==> src/rtl/tod_pkg.sv <==
package tod_pkg;

  // Command codes
  typedef enum logic [2:0] {
    CMD_SET      = 3'd0,
    CMD_NEXT_SEC = 3'd1,
    CMD_NEXT_MIN = 3'd2,
    CMD_NEXT_HR  = 3'd3,
    CMD_ADD      = 3'd4,
    CMD_SUB      = 3'd5,
    CMD_QUERY    = 3'd6
  } tod_cmd_e;

  // Day period codes
  typedef enum logic [1:0] {
    PERIOD_MORNING   = 2'd0,
    PERIOD_AFTERNOON = 2'd1,
    PERIOD_EVENING   = 2'd2,
    PERIOD_NIGHT     = 2'd3
  } tod_period_e;

  localparam logic [4:0] HourMax   = 5'd23;
  localparam logic [5:0] MinSecMax = 6'd59;
  localparam logic [4:0] DayHours  = 5'd24;
  localparam logic [5:0] BaseSixty = 6'd60;
  localparam logic [4:0] MornStart = 5'd5;
  localparam logic [4:0] NoonStart = 5'd12;
  localparam logic [4:0] EveStart  = 5'd18;
  localparam logic [4:0] NightStart = 5'd20;
  localparam logic [16:0] SecPerHour = 17'd3600;
  localparam logic [10:0] MinPerHour = 11'd60;

  typedef struct packed {
    logic [4:0] hours;
    logic [5:0] minutes;
    logic [5:0] seconds;
  } tod_time_t;

  typedef struct packed {
    logic [2:0] command;
    logic [4:0] op_hours;
    logic [5:0] op_minutes;
    logic [5:0] op_seconds;
  } tod_in_t;

  typedef struct packed {
    logic [4:0]  cur_hours;
    logic [5:0]  cur_minutes;
    logic [5:0]  cur_seconds;
    logic [16:0] seconds_of_day;
    logic [10:0] minutes_of_day;
    logic [1:0]  day_period;
    logic        is_less;
    logic        is_greater;
    logic        is_equal;
    logic [4:0]  left_hours;
    logic [5:0]  left_minutes;
    logic [5:0]  left_seconds;
  } tod_out_t;

endpackage

==> src/rtl/tod_alu.sv <==
module tod_alu import tod_pkg::*; (
  input  tod_time_t time_i,
  input  tod_in_t   item_i,
  output tod_time_t time_o,
  output tod_out_t  res_o
);

  logic [4:0] op_h;
  logic [5:0] op_m, op_s;
  tod_time_t  nxt_sec, nxt_min, nxt_hr, add_t, sub_t;
  logic [6:0] s_sum, m_sum, s_dif, m_dif;
  logic [5:0] h_sum, h_dif;
  logic       s_c, m_c, s_b, m_b;
  logic [4:0] hr_inc;
  logic       ls_b, lm_b;

  // Operand clamped into range
  always_comb begin
    op_h = (item_i.op_hours   > HourMax)   ? HourMax   : item_i.op_hours;
    op_m = (item_i.op_minutes > MinSecMax) ? MinSecMax : item_i.op_minutes;
    op_s = (item_i.op_seconds > MinSecMax) ? MinSecMax : item_i.op_seconds;
  end

  // Increment paths, each field wraps
  always_comb begin
    hr_inc = (time_i.hours >= HourMax) ? 5'd0 : time_i.hours + 5'd1;

    nxt_hr         = time_i;
    nxt_hr.hours   = hr_inc;

    nxt_min        = time_i;
    if (time_i.minutes >= MinSecMax) begin
      nxt_min.minutes = 6'd0;
      nxt_min.hours   = hr_inc;
    end else begin
      nxt_min.minutes = time_i.minutes + 6'd1;
    end

    nxt_sec = time_i;
    if (time_i.seconds >= MinSecMax) begin
      nxt_sec.seconds = 6'd0;
      if (time_i.minutes >= MinSecMax) begin
        nxt_sec.minutes = 6'd0;
        nxt_sec.hours   = hr_inc;
      end else begin
        nxt_sec.minutes = time_i.minutes + 6'd1;
      end
    end else begin
      nxt_sec.seconds = time_i.seconds + 6'd1;
    end
  end

  // Add with carry, modulo one day
  always_comb begin
    s_sum = {1'b0, time_i.seconds} + {1'b0, op_s};
    s_c   = (s_sum >= {1'b0, BaseSixty});
    add_t.seconds = s_c ? 6'(s_sum - {1'b0, BaseSixty}) : s_sum[5:0];
    m_sum = {1'b0, time_i.minutes} + {1'b0, op_m} + {6'd0, s_c};
    m_c   = (m_sum >= {1'b0, BaseSixty});
    add_t.minutes = m_c ? 6'(m_sum - {1'b0, BaseSixty}) : m_sum[5:0];
    h_sum = {1'b0, time_i.hours} + {1'b0, op_h} + {5'd0, m_c};
    add_t.hours = (h_sum >= {1'b0, DayHours}) ? 5'(h_sum - {1'b0, DayHours}) : h_sum[4:0];
  end

  // Subtract with borrow, modulo one day
  always_comb begin
    s_dif = {1'b0, time_i.seconds} - {1'b0, op_s};
    s_b   = s_dif[6];
    sub_t.seconds = s_b ? 6'(s_dif + {1'b0, BaseSixty}) : s_dif[5:0];
    m_dif = {1'b0, time_i.minutes} - {1'b0, op_m} - {6'd0, s_b};
    m_b   = m_dif[6];
    sub_t.minutes = m_b ? 6'(m_dif + {1'b0, BaseSixty}) : m_dif[5:0];
    h_dif = {1'b0, time_i.hours} - {1'b0, op_h} - {5'd0, m_b};
    sub_t.hours = h_dif[5] ? 5'(h_dif + {1'b0, DayHours}) : h_dif[4:0];
  end

  // Command select
  always_comb begin
    case (tod_cmd_e'(item_i.command))
      CMD_SET:      time_o = '{hours: op_h, minutes: op_m, seconds: op_s};
      CMD_NEXT_SEC: time_o = nxt_sec;
      CMD_NEXT_MIN: time_o = nxt_min;
      CMD_NEXT_HR:  time_o = nxt_hr;
      CMD_ADD:      time_o = add_t;
      CMD_SUB:      time_o = sub_t;
      default:      time_o = time_i;
    endcase
  end

  // Result fields from the new time
  always_comb begin
    res_o.cur_hours      = time_o.hours;
    res_o.cur_minutes    = time_o.minutes;
    res_o.cur_seconds    = time_o.seconds;
    res_o.seconds_of_day = 17'(time_o.hours) * SecPerHour
                         + 17'(time_o.minutes) * 17'(BaseSixty)
                         + 17'(time_o.seconds);
    res_o.minutes_of_day = 11'(time_o.hours) * MinPerHour + 11'(time_o.minutes);

    if (time_o.hours >= MornStart && time_o.hours < NoonStart) begin
      res_o.day_period = PERIOD_MORNING;
    end else if (time_o.hours >= NoonStart && time_o.hours < EveStart) begin
      res_o.day_period = PERIOD_AFTERNOON;
    end else if (time_o.hours >= EveStart && time_o.hours < NightStart) begin
      res_o.day_period = PERIOD_EVENING;
    end else begin
      res_o.day_period = PERIOD_NIGHT;
    end

    // fields are in range, so the packed words compare lexicographically
    res_o.is_equal   = (time_o == {op_h, op_m, op_s});
    res_o.is_less    = (time_o <  {op_h, op_m, op_s});
    res_o.is_greater = (time_o >  {op_h, op_m, op_s});

    // 24:00:00 minus the new time, borrow rippling up
    ls_b = (time_o.seconds != 6'd0);
    res_o.left_seconds = ls_b ? BaseSixty - time_o.seconds : 6'd0;
    lm_b = ls_b || (time_o.minutes != 6'd0);
    res_o.left_minutes = lm_b ? BaseSixty - time_o.minutes - {5'd0, ls_b} : 6'd0;
    res_o.left_hours   = DayHours - time_o.hours - {4'd0, lm_b};
  end

endmodule

==> src/rtl/time_of_day_clock_24h.sv <==
// Channel  Direction  Handshake               Payload
// in       sink       in_valid_i/in_stall_o   in_item_i   (tod_in_t)
// out      source     out_valid_o/out_stall_i out_item_o  (tod_out_t)
//
// One item per cycle sustained while the result is not stalled; an accepted
// item goes through the input register, then the command logic into the
// result register.
// Reset clears the time to 00:00:00 and empties both registers.
// A stalled result holds; the input register still takes one more item,
// after which in_stall_o rises until the result is taken.
module time_of_day_clock_24h import tod_pkg::*; (
  input  logic     clk_i,
  input  logic     rst_ni,
  input  logic     in_valid_i,
  output logic     in_stall_o,
  input  tod_in_t  in_item_i,
  output logic     out_valid_o,
  input  logic     out_stall_i,
  output tod_out_t out_item_o
);

  logic      s1_valid_q, s1_valid_d;
  tod_in_t   s1_item_q;
  logic      out_valid_q, out_valid_d;
  tod_out_t  out_item_q;
  tod_time_t time_q, time_new;
  tod_out_t  res;
  logic      load_out, s1_fire, in_accept;

  // Flow control
  assign load_out   = !out_valid_q || !out_stall_i;
  assign s1_fire    = s1_valid_q && load_out;
  assign in_stall_o = s1_valid_q && !load_out;
  assign in_accept  = in_valid_i && !in_stall_o;

  always_comb begin
    s1_valid_d = s1_valid_q;
    if (in_accept) begin
      s1_valid_d = 1'b1;
    end else if (s1_fire) begin
      s1_valid_d = 1'b0;
    end
    out_valid_d = load_out ? s1_valid_q : out_valid_q;
  end

  // Command logic
  tod_alu u_alu (
    .time_i (time_q),
    .item_i (s1_item_q),
    .time_o (time_new),
    .res_o  (res)
  );

  // Control and time registers
  always_ff @(posedge clk_i or negedge rst_ni) begin
    if (!rst_ni) begin
      s1_valid_q  <= 1'b0;
      out_valid_q <= 1'b0;
      time_q      <= '0;
    end else begin
      s1_valid_q  <= s1_valid_d;
      out_valid_q <= out_valid_d;
      if (s1_fire) begin
        time_q <= time_new;
      end
    end
  end

  // Payload registers
  always_ff @(posedge clk_i) begin
    if (in_accept) begin
      s1_item_q <= in_item_i;
    end
    if (s1_fire) begin
      out_item_q <= res;
    end
  end

  assign out_valid_o = out_valid_q;
  assign out_item_o  = out_item_q;

endmodule

==> config.mk <==
export PLATFORM = sky130hd
export DESIGN_NAME = time_of_day_clock_24h
export DESIGN_NICKNAME = d
export VERILOG_FILES = /design/src/rtl/tod_pkg.sv /design/src/rtl/tod_alu.sv /design/src/rtl/time_of_day_clock_24h.sv
export SDC_FILE = /design/constraint.sdc
export NUM_CORES = 1
export LEC_CHECK = 0
export BUFFER_PORTS_ARGS = -buffer_cell sky130_fd_sc_hd__buf_4
export CORE_MARGIN = 5
export CORE_UTILIZATION = 30
export CTS_CLUSTER_DIAMETER = 150
export DETAILED_ROUTE_END_ITERATION = 8
export GPL_TIMING_DRIVEN = 0
export MAX_ROUTING_LAYER = met4
export PLACE_DENSITY_LB_ADDON = 0.2
export SLEW_MARGIN = 40
export SYNTH_ARGS = -nofsm -noshare
export SYNTH_HDL_FRONTEND = slang
export SYNTH_SLANG_ARGS = --single-unit
export TNS_END_PERCENT = 10
==> constraint.sdc <==
create_clock -name clk_i -period 17.1 [get_ports clk_i]
set_input_delay 3.42 -clock clk_i [delete_from_list [all_inputs] [get_ports clk_i]]
set_output_delay 3.42 -clock clk_i [all_outputs]
set_load 0.01 [all_outputs]
==> out/qor.csv <==
stage;metric;value;unit
outcome;status;finished, final reports clean;
logic_synthesis;Avg Cell Area, Syn;9.570;µm²
finish;final instance area;0.01155;mm²
floorplan;Starting Density;30.37;%
sta;Final Hold Vio Count;0;
floorplan;I/O pins;93;
route;initial DRC count;483;
logic_synthesis;#FFs+latches synth;102;
finish;fin nets;1348;
grt;first-pass GRT wire length;43180;µm
worst_setup_path;worst r2r dst;out_item_o[49];
cts;maximum clock path buffer count;2;
cts;Sink Count;102;
worst_setup_path;critical path's top delay family;adder cells;
route;drt drc;0;
cts;H-Tree Depth;3;
finish;Core Util, Final;35.60;%
cts;buffers inserted by post-CTS timing repair;0;
worst_setup_path;Arr. time, crit path;10.58;ns
worst_setup_path;R2R setup slack;6.63;ns
floorplan;Die Span X;191.3;µm
sta;setup TNS;0;ns
logic_synthesis;post-synthesis async set-or-reset flop share;18.63;%
worst_setup_path;CP bufs+invs;3;
placement;RePlAce Congestion;0.9323;
placement;Post-DP HPWL;21510;µm
finish;P&R area growth vs syn;17.20;%
worst_setup_path;startpoint types;flip-flop;
logic_synthesis;share of the synthesized area in the top cell type;25.29;%
logic_synthesis;most instantiated library cell after synthesis;ha_1;
grt;vias in the first global route;7878;
sta;Setup Viol. Count Final;0;
route;vias per inst;4.929;
cts;Clk pin slew, worst setup/hold paths;0.08;ns
floorplan;core area;0.03245;mm²
worst_setup_path;Max FO, Critical Path;12;
run;# Max-Cap Violations;0;
worst_setup_path;CP peak stage delay;0.65;ns
route;Routed WL;26950;µm
route;Final ANT Viol Nets;0;
cts;CTS buffer count;9;
placement;port buffer count;92;
logic_synthesis;synthesized area;0.009857;mm²
logic_synthesis;post-synthesis sequential area ratio;30.11;%
min_path;hold path cells;1;
route;via count;7828;
sta;fin. max-slew vios;0;
sta;RSZ-0062 raised after global routing;no;
floorplan;Die Ht;191.3;µm
cts;CTS resizes;0;
grt;grt ovf;0;
logic_synthesis;main flop type after synthesis;edfxtp_1;
cts;Root Driver;clkbuf_16;
floorplan;die footprint;0.03658;mm²
floorplan;Site Rows;66;
sta;fmax;95.54;MHz
worst_setup_path;Reg2Reg Depth;36;
sta;Least-Margin Pin Slew;0.8019;ns
sta;Max-Slew Margin vs Limit;46.13;%
grt;antenna violations before repair;0;
route;per-cell routed wire length;16.97;µm
logic_synthesis;Ys Warns;0;
worst_setup_path;Critical Path End Type;flip-flop;
sta;Clock Skew;0.01875;ns
worst_setup_path;Worst path slowest cell;xnor2_1;
cts;CTS tree;yes;
sta;post-layout min period;10.47;ns
logic_synthesis;top cells by area, synth;edfxtp_1 (25%), ha_1 (19%), fa_1 (6.5%);
logic_synthesis;Post-synth EDFFs;83;
min_path;Hold WC Path Type;flip-flop to flip-flop;
finish;antenna cells;0;
logic_synthesis;Commonest cells post-synth;ha_1 (151), inv_1 (133), edfxtp_1 (83), a21oi_1 (62), nand2_1 (62);
logic_synthesis;leading area contributor after synthesis;edfxtp_1;
finish;proportion of layout cells with a drive suffix above 1;13.87;%
cts;clock insertion delay at the later pin of the skew report;0.37;ns
worst_setup_path;Worst Path Required;17.22;ns
min_path;hold path endpoint;out_valid_o;
worst_setup_path;crit path kind;flip-flop to flip-flop;
cts;Hold-fix buffers, CTS;0;
sta;Final period util;61.21;%
min_path;Min-Delay Startpoint;s1_valid_q;
worst_setup_path;Worst R2R Start;s1_item_q[5];
logic_synthesis;library cells used by synthesis;78;
grt;largest net degree at the start of global routing;37;
route;iteration count of the initial detailed-routing pass;5;
logic_synthesis;syn nets;1237;
grt;Total GRT Usage;15.31;%
logic_synthesis;Syn Inst Count;1030;
placement;placed instance area;0.01124;mm²
==> per-layer routing <==
layer	up-vias	global-route usage (%)	share of wire, %
met2	170	24.00	45
met3	25	2.118	4.1
met5	-	-	0
li1	3853	-	-
met4	0	3.425	1.5
met1	3780	21.19	49
==> sequential cells by signal, summed over array words and instances (netlist names) <==
signal and flops:
s1_valid_q 1, out_item_o 63, time_q 17, out_valid_o 1, s1_item_q 20
==> layout by cell type (no fill, tap or decap), types with 9 or more instances in the layout <==
master and n:
ha_1 151, inv_1 132, buf_4 100, edfxtp_1 83, nand2_1 62, a21oi_1 62
xnor2_1 59, nor2_1 55, o21ai_0 45, fa_1 32, nand3_1 28, clkbuf_1 20
nand2b_1 19, dfrtp_1 19, a21o_1 18, nor3_1 17, xor2_1 15, nor2b_1 14
o21bai_1 14, o21a_1 12, buf_2 10, a211oi_1 9, o211ai_1 9, o22ai_1 9
clkbuf_16 9
==> how the worst max path moves through the flow <==
stage | from | endpoint | slack, ns | cells past startpoint
global placement | s1_item_q[5] | out_item_o[32] | 6.24 | 37
global route | s1_item_q[5] | out_item_o[49] | 5.87 | 42
detailed placement | s1_item_q[5] | out_item_o[49] | 6.69 | 36
floorplan | s1_item_q[3] | out_item_o[47] | 8.41 | 34
finish | s1_item_q[5] | out_item_o[49] | 6.63 | 36
CTS | s1_item_q[5] | out_item_o[49] | 6.63 | 36
==> worst reg2reg max path, delay by kind of cell (launching register included) <==
family,cells,cell delay [ns]
multiplexers,1,0.13
adder cells (fa/ha/maj),10,3.67
buffers and inverters,3,0.68
XOR/XNOR,4,1.18
flip-flops,1,0.54
AO/OA/AOI/OAI,11,2.46
AND/OR/NAND/NOR,7,1.58
==> layout make-up <==
| class | count | area (µm²) |
|---|---|---|
| multi-input cells | 759 | 6276 |
| plain buffers | 36 | 180.2 |
| flip-flops and latches | 102 | 2968 |
| inverters | 133 | 504.2 |
| clock inverters | 7 | 88.84 |
| repair buffers | 100 | 757.0 |
| clock buffers | 9 | 225.2 |
| fillers | 3291 | 20900 |
| well taps | 442 | 553.0 |
==> metrics by stage <==
| step | hold WS, ns | instances | setup WS (ns) |
|---|---|---|---|
| floorplan | 0.4574 | 1030 | 8.405 |
| global placement | 0.4739 | 1564 | 6.236 |
| detailed placement | 0.4905 | 1572 | 6.688 |
| CTS | 0.5010 | 1588 | 6.630 |
| global route | 0.5411 | 1588 | 5.870 |
| finish | 0.4999 | 1588 | 6.633 |
==> kinds of logic (layout without fill, tap and decap cells) <==
kind of cell	after synthesis	in the layout	synth area share, %
AO/OA/AOI/OAI	247	247	17.23
buffers and inverters	169	285	6.893
AND/OR/NAND/NOR	246	246	12.60
XOR/XNOR	74	74	6.575
flip-flops	102	102	30.11
multiplexers	9	9	0.9267
adder cells (fa/ha/maj)	183	183	25.67
Power is left out: the tool's default activity adds up to more than one toggle a clock period on the data nets, which glitch-free logic cannot reach.
